[config.mk]
export PLATFORM = sky130hd
export DESIGN_NAME = round_robin_thread_scheduler_core
export DESIGN_NICKNAME = d
export VERILOG_FILES = /design/src/rtl/core/rrts_pkg.sv /design/src/rtl/core/rrts_ctrl.sv /design/src/rtl/core/rrts_datapath.sv /design/src/rtl/core/round_robin_thread_scheduler_core.sv
export SDC_FILE = /design/constraint.sdc
export NUM_CORES = 1
export LEC_CHECK = 0
export ABC_AREA = 1
export ABC_CLOCK_PERIOD_IN_PS = 2800
export BUFFER_PORTS_ARGS = -buffer_cell sky130_fd_sc_hd__clkbuf_2
export CAP_MARGIN = 15
export CORE_UTILIZATION = 58
export CTS_BUF_LIST = sky130_fd_sc_hd__clkbuf_4
export CTS_CLUSTER_SIZE = 40
export DETAILED_ROUTE_END_ITERATION = 12
export PLACE_DENSITY = 0.85
export SLEW_MARGIN = 10
export SYNTH_ARGS = -nofsm -noshare
export SYNTH_HDL_FRONTEND = slang
export SYNTH_SLANG_ARGS = --single-unit
[constraint.sdc]
create_clock -name clk -period 2.8 [get_ports clk]
set_clock_uncertainty 0.05 [all_clocks]
set_input_delay 0.56 -clock clk [delete_from_list [all_inputs] [get_ports clk]]
set_output_delay 0.56 -clock clk [all_outputs]
set_load 0.01 [all_outputs]
[src/rtl/core/rrts_pkg.sv]
// Shared types, codes and constants of the round-robin thread scheduler.
package rrts_pkg;

  localparam int THREAD_SLOTS_DEF = 16;

  localparam int TID_W   = 4;
  localparam int PID_W   = 16;
  localparam int PRIO_W  = 8;
  localparam int STATE_W = 3;
  localparam int OP_W    = 3;
  localparam int KIND_W  = 2;
  localparam int STAT_W  = 3;

  // event codes
  localparam logic [OP_W-1:0] OP_CREATE  = 3'd0;
  localparam logic [OP_W-1:0] OP_PREEMPT = 3'd1;
  localparam logic [OP_W-1:0] OP_YIELD   = 3'd2;
  localparam logic [OP_W-1:0] OP_BLOCK   = 3'd3;
  localparam logic [OP_W-1:0] OP_UNBLOCK = 3'd4;

  // thread state codes
  localparam logic [STATE_W-1:0] TS_RUNNING = 3'd0;
  localparam logic [STATE_W-1:0] TS_READY   = 3'd1;
  localparam logic [STATE_W-1:0] TS_BLOCKED = 3'd2;
  localparam logic [STATE_W-1:0] TS_WAITING = 3'd3;
  localparam logic [STATE_W-1:0] TS_HANGING = 3'd4;
  localparam logic [STATE_W-1:0] TS_FREE    = 3'd5;

  // largest legal wait kind (hanging)
  localparam logic [KIND_W-1:0] KIND_MAX = 2'd2;

  // status codes
  localparam logic [STAT_W-1:0] ST_OK            = 3'd0;
  localparam logic [STAT_W-1:0] ST_NOT_BLOCKED   = 3'd1;
  localparam logic [STAT_W-1:0] ST_BAD_KIND      = 3'd2;
  localparam logic [STAT_W-1:0] ST_NONE_RUNNABLE = 3'd3;
  localparam logic [STAT_W-1:0] ST_SLOT_USED     = 3'd4;

  localparam logic [PRIO_W-1:0] MAIN_PRIO  = 8'd31;
  localparam logic [TID_W-1:0]  IDLE_RESET = 4'd1;
  localparam logic [PID_W-1:0]  PID_RESET  = 16'd1;

  typedef struct packed {
    logic [OP_W-1:0]   op;
    logic [TID_W-1:0]  target_thread;
    logic [PRIO_W-1:0] priority_req;
    logic [KIND_W-1:0] block_kind;
  } sched_in_t;

  typedef struct packed {
    logic [TID_W-1:0]  active_thread;
    logic [TID_W-1:0]  previous_thread;
    logic              switched;
    logic [PID_W-1:0]  assigned_pid;
    logic [PRIO_W-1:0] slice_of_running;
    logic [STAT_W-1:0] status_code;
  } sched_out_t;

  typedef struct packed {
    logic load;
    logic exec;
    logic disp;
    logic pop;
    logic wake;
    logic slice_rd;
    logic finish;
  } rrts_cmd_t;

  typedef struct packed {
    logic need_disp;
    logic ring_empty;
  } rrts_stat_t;

endpackage

[src/rtl/core/rrts_ctrl.sv]
// Sequencing state machine of the thread scheduler.
module rrts_ctrl (
  input  logic              clk,
  input  logic              rst,
  input  logic              start,
  input  rrts_pkg::rrts_stat_t stat,
  output rrts_pkg::rrts_cmd_t  cmd,
  output logic              busy
);
  localparam logic [2:0] S_IDLE  = 3'd0;
  localparam logic [2:0] S_EXEC  = 3'd1;
  localparam logic [2:0] S_DISP  = 3'd2;
  localparam logic [2:0] S_POP   = 3'd3;
  localparam logic [2:0] S_WAKE  = 3'd4;
  localparam logic [2:0] S_SLICE = 3'd5;
  localparam logic [2:0] S_DONE  = 3'd6;

  logic [2:0] state;
  logic [2:0] state_next;

  always_comb begin
    cmd        = '0;
    state_next = state;
    case (state)
      S_IDLE: begin
        if (start) begin
          cmd.load   = 1'b1;
          state_next = S_EXEC;
        end
      end
      S_EXEC: begin
        cmd.exec   = 1'b1;
        state_next = stat.need_disp ? S_DISP : S_SLICE;
      end
      S_DISP: begin
        cmd.disp   = 1'b1;
        state_next = stat.ring_empty ? S_WAKE : S_POP;
      end
      S_POP: begin
        cmd.pop    = 1'b1;
        state_next = S_SLICE;
      end
      S_WAKE: begin
        cmd.wake   = 1'b1;
        state_next = S_SLICE;
      end
      S_SLICE: begin
        cmd.slice_rd = 1'b1;
        state_next   = S_DONE;
      end
      S_DONE: begin
        cmd.finish = 1'b1;
        state_next = S_IDLE;
      end
      default: state_next = S_IDLE;
    endcase
  end

  always_ff @(posedge clk) begin
    if (rst) begin
      state <= S_IDLE;
    end else begin
      state <= state_next;
    end
  end

  assign busy = (state != S_IDLE);

endmodule

[src/rtl/core/rrts_datapath.sv]
// Thread table, ready ring, scheduler registers and result register.
module rrts_datapath #(
  parameter int THREAD_SLOTS = rrts_pkg::THREAD_SLOTS_DEF
) (
  input  logic                         clk,
  input  logic                         rst,
  input  rrts_pkg::rrts_cmd_t          cmd,
  output rrts_pkg::rrts_stat_t         stat,
  input  rrts_pkg::sched_in_t          event_word,
  input  logic                         cfg_valid,
  input  logic [rrts_pkg::TID_W-1:0]   cfg_data,
  output rrts_pkg::sched_out_t         result,
  output logic                         done
);
  import rrts_pkg::*;

  localparam int SLOT_W = (THREAD_SLOTS > 1) ? $clog2(THREAD_SLOTS) : 1;
  localparam int CNT_W  = $clog2(THREAD_SLOTS + 1);
  localparam logic [SLOT_W-1:0] LAST_SLOT = SLOT_W'(THREAD_SLOTS - 1);
  localparam logic [CNT_W-1:0]  RING_FULL = CNT_W'(THREAD_SLOTS);

  // scheduler registers
  sched_in_t         word, word_next;
  logic [SLOT_W-1:0] cur, cur_next;
  logic [SLOT_W-1:0] prev, prev_next;
  logic [SLOT_W-1:0] head, head_next;
  logic [CNT_W-1:0]  count, count_next;
  logic [PID_W-1:0]  pid, pid_next;
  logic [PID_W-1:0]  pid_out, pid_out_next;
  logic [STAT_W-1:0] status, status_next;
  logic              sw, sw_next;
  logic [TID_W-1:0]  idle;

  // thread table: state, priority and slice, one write and one read port
  logic [STATE_W-1:0] st_mem [THREAD_SLOTS];
  logic [PRIO_W-1:0]  pr_mem [THREAD_SLOTS];
  logic [PRIO_W-1:0]  sl_mem [THREAD_SLOTS];
  logic [THREAD_SLOTS-1:0] st_vld, pr_vld, sl_vld;
  logic [STATE_W-1:0] st_q;
  logic [PRIO_W-1:0]  pr_q, sl_q;
  logic               st_vq, pr_vq, sl_vq, main_q;
  logic [STATE_W-1:0] e_state;
  logic [PRIO_W-1:0]  e_prio, e_slice;

  logic [SLOT_W-1:0]  t_raddr, t_waddr;
  logic               t_we_st, t_we_pr, t_we_sl;
  logic [STATE_W-1:0] t_wst;
  logic [PRIO_W-1:0]  t_wpr, t_wsl;

  // ready ring
  logic [SLOT_W-1:0] ring_mem [THREAD_SLOTS];
  logic [SLOT_W-1:0] ring_q;
  logic              r_we;
  logic [SLOT_W-1:0] r_waddr, r_wdata;

  logic [CNT_W:0]    tail_sum;
  logic [SLOT_W-1:0] tail, head_inc, head_dec;
  logic [SLOT_W-1:0] tgt_slot, idle_slot;
  logic              tgt_ok, idle_ok, e_wait, ring_room;

  // undefined entries read back as their reset contents
  assign e_state = st_vq ? st_q : (main_q ? TS_RUNNING : TS_FREE);
  assign e_prio  = pr_vq ? pr_q : (main_q ? MAIN_PRIO : '0);
  assign e_slice = sl_vq ? sl_q : (main_q ? MAIN_PRIO : '0);
  assign e_wait  = e_state inside {TS_BLOCKED, TS_WAITING, TS_HANGING};

  assign tgt_slot  = SLOT_W'(word.target_thread);
  assign idle_slot = SLOT_W'(idle);
  assign tgt_ok    = 32'(word.target_thread) < THREAD_SLOTS;
  assign idle_ok   = 32'(idle) < THREAD_SLOTS;

  assign tail_sum  = (CNT_W+1)'(head) + (CNT_W+1)'(count);
  assign tail      = (tail_sum >= (CNT_W+1)'(THREAD_SLOTS)) ?
                     SLOT_W'(tail_sum - (CNT_W+1)'(THREAD_SLOTS)) : SLOT_W'(tail_sum);
  assign head_inc  = (head == LAST_SLOT) ? '0 : head + 1'b1;
  assign head_dec  = (head == '0) ? LAST_SLOT : head - 1'b1;
  assign ring_room = (count != RING_FULL);

  assign stat.need_disp  = (word.op == OP_PREEMPT) || (word.op == OP_YIELD) ||
                           ((word.op == OP_BLOCK) && (word.block_kind <= KIND_MAX));
  assign stat.ring_empty = (count == '0);

  always_comb begin
    t_raddr = cur;
    if (cmd.load) begin
      if (event_word.op == OP_CREATE || event_word.op == OP_UNBLOCK) begin
        t_raddr = SLOT_W'(event_word.target_thread);
      end
    end else if (cmd.disp) begin
      t_raddr = idle_slot;
    end else if (cmd.slice_rd) begin
      t_raddr = cur;
    end
  end

  always_comb begin
    t_we_st = 1'b0;
    t_we_pr = 1'b0;
    t_we_sl = 1'b0;
    t_waddr = cur;
    t_wst   = TS_READY;
    t_wpr   = word.priority_req;
    t_wsl   = word.priority_req;
    r_we    = 1'b0;
    r_waddr = tail;
    r_wdata = cur;
    word_next    = word;
    cur_next     = cur;
    prev_next    = prev;
    head_next    = head;
    count_next   = count;
    pid_next     = pid;
    pid_out_next = pid_out;
    status_next  = status;
    sw_next      = sw;

    if (cmd.load) begin
      word_next    = event_word;
      prev_next    = cur;
      status_next  = ST_OK;
      sw_next      = 1'b0;
      pid_out_next = '0;
    end

    if (cmd.exec) begin
      case (word.op)
        OP_CREATE: begin
          if (tgt_ok && e_state == TS_FREE) begin
            pid_next     = pid + 1'b1;
            pid_out_next = pid + 1'b1;
            t_waddr = tgt_slot;
            t_we_st = 1'b1;
            t_we_pr = 1'b1;
            t_we_sl = 1'b1;
            if (ring_room) begin
              r_we       = 1'b1;
              r_wdata    = tgt_slot;
              count_next = count + 1'b1;
            end
          end else begin
            status_next = ST_SLOT_USED;
          end
        end
        OP_PREEMPT, OP_YIELD: begin
          if (e_state == TS_RUNNING) begin
            t_we_st = 1'b1;
            if (word.op == OP_PREEMPT) begin
              t_we_sl = 1'b1;
              t_wsl   = e_prio;
            end
            if (ring_room) begin
              r_we       = 1'b1;
              count_next = count + 1'b1;
            end
          end
        end
        OP_BLOCK: begin
          if (word.block_kind > KIND_MAX) begin
            status_next = ST_BAD_KIND;
          end else if (e_state == TS_RUNNING) begin
            t_we_st = 1'b1;
            t_wst   = TS_BLOCKED + STATE_W'(word.block_kind);
          end
        end
        OP_UNBLOCK: begin
          if (tgt_ok && e_wait) begin
            t_waddr = tgt_slot;
            t_we_st = 1'b1;
            if (ring_room) begin
              head_next  = head_dec;
              r_we       = 1'b1;
              r_waddr    = head_dec;
              r_wdata    = tgt_slot;
              count_next = count + 1'b1;
            end
          end else begin
            status_next = ST_NOT_BLOCKED;
          end
        end
        default: ;
      endcase
    end

    // pop the head of the ring into the running slot
    if (cmd.pop) begin
      head_next  = head_inc;
      count_next = count - 1'b1;
      cur_next   = ring_q;
      sw_next    = 1'b1;
      t_waddr    = ring_q;
      t_we_st    = 1'b1;
      t_wst      = TS_RUNNING;
    end

    // empty ring: wake the idle slot straight into running
    if (cmd.wake) begin
      if (idle_ok && e_wait) begin
        cur_next = idle_slot;
        sw_next  = 1'b1;
        t_waddr  = idle_slot;
        t_we_st  = 1'b1;
        t_wst    = TS_RUNNING;
      end else begin
        status_next = ST_NONE_RUNNABLE;
      end
    end
  end

  always_ff @(posedge clk) begin
    if (t_we_st) st_mem[t_waddr] <= t_wst;
    if (t_we_pr) pr_mem[t_waddr] <= t_wpr;
    if (t_we_sl) sl_mem[t_waddr] <= t_wsl;
    if (r_we) ring_mem[r_waddr] <= r_wdata;
    st_q   <= st_mem[t_raddr];
    pr_q   <= pr_mem[t_raddr];
    sl_q   <= sl_mem[t_raddr];
    st_vq  <= st_vld[t_raddr];
    pr_vq  <= pr_vld[t_raddr];
    sl_vq  <= sl_vld[t_raddr];
    main_q <= (t_raddr == '0);
    ring_q <= ring_mem[head];
  end

  always_ff @(posedge clk) begin
    if (rst) begin
      st_vld <= '0;
      pr_vld <= '0;
      sl_vld <= '0;
      cur    <= '0;
      head   <= '0;
      count  <= '0;
      pid    <= PID_RESET;
      idle   <= IDLE_RESET;
      done   <= 1'b0;
    end else begin
      if (t_we_st) st_vld[t_waddr] <= 1'b1;
      if (t_we_pr) pr_vld[t_waddr] <= 1'b1;
      if (t_we_sl) sl_vld[t_waddr] <= 1'b1;
      cur   <= cur_next;
      head  <= head_next;
      count <= count_next;
      pid   <= pid_next;
      if (cfg_valid) idle <= cfg_data;
      done  <= cmd.finish;
    end
  end

  always_ff @(posedge clk) begin
    word    <= word_next;
    prev    <= prev_next;
    pid_out <= pid_out_next;
    status  <= status_next;
    sw      <= sw_next;
    if (cmd.finish) begin
      result.active_thread    <= TID_W'(cur);
      result.previous_thread  <= TID_W'(prev);
      result.switched         <= sw;
      result.assigned_pid     <= pid_out;
      result.slice_of_running <= e_slice;
      result.status_code      <= status;
    end
  end

endmodule

[src/rtl/core/round_robin_thread_scheduler_core.sv]
// Top level of the round-robin thread scheduler: controller, datapath and checks.
// Sequence: load, execute, slice read, result; preempt, yield and legal-kind block add
//   dispatch and pop or wake after execute; done strobes for one cycle with the result.
// Events: one at a time through the controller's step sequence; busy holds off start
//   until the result word is out, and the receiver cannot stall.
// Reset: synchronous; slot 0 runs, all others are free and the ring is empty at once.
module round_robin_thread_scheduler_core #(
  parameter int THREAD_SLOTS = rrts_pkg::THREAD_SLOTS_DEF
) (
  input  logic                       clk,
  input  logic                       rst,
  input  logic                       start,
  output logic                       busy,
  input  rrts_pkg::sched_in_t        event_word,
  input  logic                       cfg_valid,
  output logic                       cfg_ready,
  input  logic [rrts_pkg::TID_W-1:0] cfg_data,
  output rrts_pkg::sched_out_t       result,
  output logic                       done
);
  import rrts_pkg::*;

  rrts_cmd_t  cmd;
  rrts_stat_t stat;

  // The idle-slot register takes a write on any cycle.
  assign cfg_ready = 1'b1;

  // Step through load, execute, optional dispatch, slice read and result.
  rrts_ctrl u_ctrl (
    .clk   (clk),
    .rst   (rst),
    .start (start),
    .stat  (stat),
    .cmd   (cmd),
    .busy  (busy)
  );

  // Hold the thread table, the ready ring and the scheduler registers.
  rrts_datapath #(
    .THREAD_SLOTS (THREAD_SLOTS)
  ) u_datapath (
    .clk        (clk),
    .rst        (rst),
    .cmd        (cmd),
    .stat       (stat),
    .event_word (event_word),
    .cfg_valid  (cfg_valid),
    .cfg_data   (cfg_data),
    .result     (result),
    .done       (done)
  );

`ifndef SYNTH
  // A result word never overlaps a word in flight.
  a_done_idle: assert property (@(posedge clk) disable iff (rst)
    done |-> !busy)
    else $error("result strobe while busy");

  // A dispatch always reports success.
  a_switch_ok: assert property (@(posedge clk) disable iff (rst)
    (done && result.switched) |-> (result.status_code == ST_OK))
    else $error("switch reported with error status");

  // The running slot only moves on a dispatch.
  a_no_switch_keep: assert property (@(posedge clk) disable iff (rst)
    (done && !result.switched) |-> (result.active_thread == result.previous_thread))
    else $error("running thread changed without a switch");

  // A PID is handed out only by an event that succeeded.
  a_pid_on_ok: assert property (@(posedge clk) disable iff (rst)
    (done && (result.status_code != ST_OK)) |-> (result.assigned_pid == '0))
    else $error("PID given on failed event");
`endif

endmodule
**Word level (Yosys, flattened, before mapping)**

Memories as Yosys holds them, arrays and structs flattened. A register that Yosys moved wholly into a read port is not among the register bits.
Index checks and enable logic that the tools add are counted.

- $add $sub $neg: 8
- Magnitude comparators: 6
- Equal/unequal tests: 21
- Muxes and demuxes: 117
- Bitwise operators: 3
- Reduce and logical (&&, ||, !) cells: 24

Operators by type and width:

| cell | count |
|---|---|
| 4-bit two-way mux | 28 |
| 16-bit two-way mux | 4 |
| 3-bit two-way mux | 19 |
| 8-bit two-way mux | 6 |
| 16-bit bitwise OR | 3 |
| 1-bit two-way mux | 41 |
| 5-bit two-way mux | 7 |
| 3-bit equality test (second input constant) | 7 |
| 3-bit by 2-bit equality test with 1-bit output (second input constant) | 6 |
| 16-bit by 1-bit adder with 16-bit output (second input constant) | 1 |
| 4-bit one-hot mux with 2 select lines | 2 |
| 3-bit one-hot mux with 5 select lines | 1 |
| 5-bit one-hot mux with 3 select lines | 1 |
| 1-bit binary-select mux with 4-bit select | 3 |
| 3-bit zero test | 4 |
| 4-bit by 5-bit < comparator with 1-bit output (second input constant) | 2 |
| 3-bit by 2-bit != test with 1-bit output (second input constant) | 3 |
| 3-bit one-hot mux with 3 select lines | 1 |
| 4-bit zero test | 2 |
| 2-bit nonzero test | 4 |
| 4-bit by 1-bit subtractor with 4-bit output (second input constant) | 2 |
| 4-bit by 5-bit adder with 6-bit output | 1 |
| 3-bit by 1-bit equality test with 1-bit output (second input constant) | 2 |
| 6-bit by 5-bit greater-or-equal comparator with 1-bit output (second input constant) | 1 |
| other kinds (23) | 28 |

- Register bits: 166
- Memory bits (writable): 368
- Input bits: 25
- Output and inout port bits: 39
- Memories kept: 4

Memory list:

| name | depth | bits a word | rd ports | clocked after memory_dff | wr ports | RTL line | text |
|---|---|---|---|---|---|---|---|
| u_datapath.pr_mem | 16 | 8 | 1 | 1 | 1 | rrts_datapath.sv:36 | `logic [PRIO_W-1:0] pr_mem [THREAD_SLOTS];` |
| u_datapath.sl_mem | 16 | 8 | 1 | 1 | 1 | rrts_datapath.sv:37 | `logic [PRIO_W-1:0] sl_mem [THREAD_SLOTS];` |
| u_datapath.ring_mem | 16 | 4 | 1 | 1 | 1 | rrts_datapath.sv:51 | `logic [SLOT_W-1:0] ring_mem [THREAD_SLOTS];` |
| u_datapath.st_mem | 16 | 3 | 1 | 1 | 1 | rrts_datapath.sv:35 | `logic [STATE_W-1:0] st_mem [THREAD_SLOTS];` |

**Depth between registers and ports, before layout**

- Word-level depth: 15
- Gate-level depth with buffers: 16

**Cells and area by module**

A second synthesis with hierarchy kept.

- Cells, all modules: 2083
- Area, all modules: 22897.0 um2

By module, submodules not included:

| module | times used | cells an instance | area each (um2) |
|---|---|---|---|
| rrts_datapath | 1 | 2041 | 22654.2 |
| rrts_ctrl | 1 | 40 | 231.5 |
| round_robin_thread_scheduler_core | 1 | 2 | 11.3 |

**Least setup slack after synthesis**

OpenSTA, ideal clock, no wires.

- Kind: flip-flop to flip-flop
- Start: reg u_datapath.head[0]
- End: mem u_datapath.ring_mem[10][0] (netlist bit) (enable)
- Library setup time: 0.329 ns
- Arrival: 2.232 ns
- Required time: 2.421 ns
- Slack: 0.189 ns
- Stages on the path, launching flop included: 11
- Path buffers: 2
- Cells stage by stage: dfxtp_1 -> clkbuf_1 -> clkinv_1 -> clkbuf_1 -> ha_1 -> or2_2 -> a21oi_1 -> inv_1 -> o21ai_0 -> nand2_1 -> nor2_1

- Word-level cells in the longest chain between the ends: 7
- Elaborated cells between the ends (all ways): 11
- Classes of those cells: add/sub (3); order compare (1); mux (6); reduce/logical (1)

Ends and longest elaborated chain:

| what | RTL line | text |
|---|---|---|
| from (decl) | rrts_datapath.sv:26 | `logic [SLOT_W-1:0] head, head_next;` |
| from (signal assigned) | rrts_datapath.sv:240 | `head <= head_next;` |
| 4-bit by 5-bit adder with 6-bit output | rrts_datapath.sv:72 | `assign tail_sum = (CNT_W+1)'(head) + (CNT_W+1)'(count);` |
| 6-bit by 5-bit greater-or-equal comparator with 1-bit output or 4-bit by 1-bit subtractor with 4-bit output (tied branches) | rrts_datapath.sv:73, rrts_datapath.sv:74 |  |
| 4-bit two-way mux | rrts_datapath.sv:73 | `assign tail = (tail_sum >= (CNT_W+1)'(THREAD_SLOTS)) ?` |
| 4-bit two-way mux | rrts_datapath.sv:169 | `if (ring_room) begin` |
| 4-bit two-way mux | rrts_datapath.sv:166 | `if (tgt_ok && e_wait) begin` |
| 4-bit two-way mux | rrts_datapath.sv:126 | `case (word.op)` |
| 4-bit two-way mux (*) | rrts_datapath.sv:125 | `if (cmd.exec) begin` |
| to (decl) | rrts_datapath.sv:51 |  |

Every way passes the cells marked *; elsewhere a longest branch is shown, timed or not.

**Worst setup path after layout**

- Start: reg u_datapath.st_vq
- End: mem u_datapath.ring_mem[7][0] (netlist bit) (enable)

- Word-level cells in the longest chain between the ends: 8
- Elaborated cells between the ends (all ways): 17
- Classes of those cells: eq/ne (4); mux (11); reduce/logical (2)

Ends and longest elaborated chain:

| what | RTL line | text |
|---|---|---|
| from (decl) | rrts_datapath.sv:41 | `logic st_vq, pr_vq, sl_vq, main_q;` |
| from (signal assigned) | rrts_datapath.sv:217 | `st_vq <= st_vld[t_raddr];` |
| 3-bit two-way mux (*) | rrts_datapath.sv:62 | `assign e_state = st_vq ? st_q : (main_q ? TS_RUNNING : TS_FREE);` |
| 3-bit by 2-bit equality test with 1-bit output or 3-bit equality test (tied branches) | rrts_datapath.sv:65 | `assign e_wait = e_state inside {TS_BLOCKED, TS_WAITING, TS_HANGING};` |
| 3-bit nonzero test | rrts_datapath.sv:65 |  |
| 1-bit two-way mux | rrts_datapath.sv:166 |  |
| 1-bit one-hot mux with 3 select lines | rrts_datapath.sv:126 |  |
| 1-bit two-way mux | rrts_datapath.sv:125 |  |
| 1-bit two-way mux | rrts_datapath.sv:213 | `if (r_we) ring_mem[r_waddr] <= r_wdata;` |
| 1-bit two-way mux (implied by the code) | rrts_datapath.sv:213 |  |

Marked as above.

==> run metrics <==
number of hold violations in the final report 0; worst slack on hold paths 0.365 ns; top cell type by total area after synthesis sky130_fd_sc_hd__edfxtp_1; initial core utilization 58.8%; minimum period implied by the final worst setup slack 2.75 ns; cell types with the highest counts after synthesis sky130_fd_sc_hd__edfxtp_1, sky130_fd_sc_hd__nand2_1, sky130_fd_sc_hd__nor2_1; GRT Residual Overflow 0; clock root buffer master sky130_fd_sc_hd__clkbuf_4; share of synthesized area occupied by flip-flops and latches 67.8%; dominant synthesized flop cell sky130_fd_sc_hd__edfxtp_1; final design area excluding fillers 26200 sq um; cell area after technology mapping 22700 sq um; ordered list of cells on the worst path inv_2, nor2_1, nand4_2, nand2_4, nand4_2, buf_12, or2_2, o21ai_1, nand2_1, nor2_1; Total Wirelength 57.1 mm; fin util 67.9%; yosys synthesis warning count 0; Synth Register Bits 557; CP max-delay cell sky130_fd_sc_hd__dfxtp_1; Max Buffers Root-to-Sink 3; critical path start-end classification reg2reg; clock insertion delay at the later pin of the skew report 0.89 ns; total cell area at the placement stage 24000 sq um; critical path's top delay family simple AND/OR/NAND/NOR gates; crit-path max FO 7; area delta synth->final 15.5%; kind of launch point of the worst setup path register; global-route total usage across every layer 29.4%; Post-Syn Nets 2111; IO Port Bufs 62; mean cell area of the mapped netlist 11.0 sq um; number of filler cells placed in the layout 2657; leakage power figure 9.55 nW; measured slew at the worst slew-check pin 0.830 ns; arrival time at the worst endpoint 3.19 ns; setup repair after global routing missed its margin true; run status finished clean; Final Worst Setup Slack 0.0460 ns; fraction of final layout cells with drive strength greater than 1 20.0%; Die X-Extent 200 microns; Fmax achieved 363 MHz; Routed WL per cell 19.7 microns; number of vias per cell after detailed routing 5.92; slowest stage delay, CP 0.37 ns; placement row count 72; dpl hpwl 35.7 mm; H-Tree Depth 4; Non-Filler Instances 2905; clock buffer count from CTS 135; period utilisation layout 98.4%; initial antenna violation count 1; most frequently used cell type in the post-synthesis netlist sky130_fd_sc_hd__edfxtp_1; detailed-route DRC error count 0; post-CTS clock slew at the launch and capture registers of the worst setup and hold paths 0.07 ns; max-slew violation count 0; Layout Nets 2317; area inside the core boundary 38600 sq um; PwrDens 823 nW/um^2; routability cong. 0.898; Critical Path End Type register; share of the synthesized area in the top cell type 56.2%; number of vias after detailed routing 17200; reg-to-reg startpoint u_datapath.st_vq$_DFF_P_; Max IR drop VDD 488 uV; router iterations before antenna repair 6; DRT antenna net count 0; Worst Min Path Start u_datapath.pid_out[2]$_DFF_P_; number of synthesized flops with an enable pin 425; chip height 200 microns; Max transition margin 44.7%; Total Die Area 40000 sq um; placed cells 2633; setup slack after placement -0.0593 ns; Worst Setup SP u_datapath.st_vq$_DFF_P_; # Post-CTS Setup Buffers 0; final-report setup violation count 0; wire length of the first global-routing pass 89.5 mm; worst endpoint required time 3.23 ns; count of cell types in the netlist 51; Area contributors post-synth sky130_fd_sc_hd__edfxtp_1, sky130_fd_sc_hd__dfxtp_1, sky130_fd_sc_hd__o21ai_0; clock tree from TritonCTS yes; number of maximum-capacitance constraint violations 0; instance count of the mapped netlist 2074; vias in the first global route 17200; classification of the worst-slack hold path reg2reg; count of buffering cells on the critical path with inverters included 2; FFs w/ async S/R, synth 0%; top-level I/O count 64; largest net degree at the start of global routing 106; TritonCTS sink count 557; First DRT Iteration DRCs 2029
## power by group
group | leakage (nW) | internal [mW] | switching (mW)
logic | 3.64 | 1.47 | 3.46
clock network | 1.03 | 3.51 | 3.27
registers | 4.88 | 9.61 | 0.266
total | 9.55 | 14.6 | 6.99
## timing repair
action                                 in CTS  in global routing
pin swaps                                   0                  5
gates resized for setup                    11                 56
setup endpoints to repair                 103                363
endpoints found under the hold margin      22                  0
hold buffers                               28                  0
## per-layer routing
layer	wire length, microns	global-route usage, %
met5	0	0
met4	2140	14.2
met3	4950	6.47
met2	28200	49.1
met1	21900	36.4
## cells in the final DEF, fill, tap and decap left out, drive strengths merged, types with 3 or more instances in the layout
| cell | count |
|---|---|
| inv | 178 |
| nand4 | 36 |
| a31oi | 8 |
| o21ai | 245 |
| clkinvlp | 12 |
| bufinv | 3 |
| nor3 | 12 |
| nor2 | 278 |
| o22ai | 72 |
| xor2 | 10 |
| nor4 | 3 |
| nand2 | 292 |
| a211oi | 3 |
| a21oi | 97 |
| clkinv | 39 |
| dfxtp | 132 |
| xnor2 | 3 |
| dlygate4sd3 | 28 |
| nand3 | 81 |
| ha | 10 |
| o211ai | 40 |
| buf | 86 |
| edfxtp | 425 |
| clkbuf | 257 |
| o221ai | 20 |
## sequential cells by signal, summed over array words and instances (netlist names), 4 cells and up
register             count
u_datapath.pr_vld       16
u_datapath.word          5
u_datapath.sl_q          8
u_datapath.pr_q          8
u_datapath.cur           4
u_datapath.ring_q        4
u_datapath.result       36
u_datapath.prev          4
u_datapath.pid          16
u_datapath.sl_vld       16
u_datapath.pr_mem      128
u_datapath.count         5
u_datapath.ring_mem     64
u_datapath.head          4
u_datapath.idle          4
u_datapath.st_vld       16
u_datapath.sl_mem      128
u_datapath.t_wpr         8
u_datapath.pid_out      16
u_datapath.tgt_slot      4
u_datapath.st_mem       48
## through the flow
step	total power, mW	TNS (ns)
2_1_floorplan	12.9	0
5_1_grt	22.5	-1.35
4_1_cts	21.5	0
3_3_place_gp	14.5	0
3_5_place_dp	14.7	-1.20
6_report	21.6	0
## final timing paths
kind                                    endpoint  slack (ns)  cells past startpoint
max          u_datapath.ring_mem[7][0]$_DFFE_PP_        0.05                     10
min              u_datapath.result[13]$_DFFE_PP_        0.37                      0
max reg2reg  u_datapath.ring_mem[7][0]$_DFFE_PP_        0.05                     10
min reg2reg      u_datapath.result[13]$_DFFE_PP_        0.37                      0
## area by class of cell
type	instances	area [sq um]	share of cell area, %
clock inverters	48	302	1.15
clock buffers	195	1460	5.58
flip-flops and latches	557	15400	58.7
inverters	184	726	2.77
diodes	1	2.50	0.00954
well taps	518	648	2.47
repair buffers	176	1370	5.24
multi-input cells	1226	6310	24.0
## cell families after synthesis
kind of cell | count (synthesis) | synth area share [%]
buffers and inverters | 291 | 5.11
AO/OA/AOI/OAI | 493 | 12.4
AND/OR/NAND/NOR | 707 | 13.5
adder cells (fa/ha/maj) | 12 | 0.727
flip-flops | 557 | 67.8
XOR/XNOR | 13 | 0.501
other | 1 | 0.0165
No activity file was read; power rests on OpenSTA's default activity.
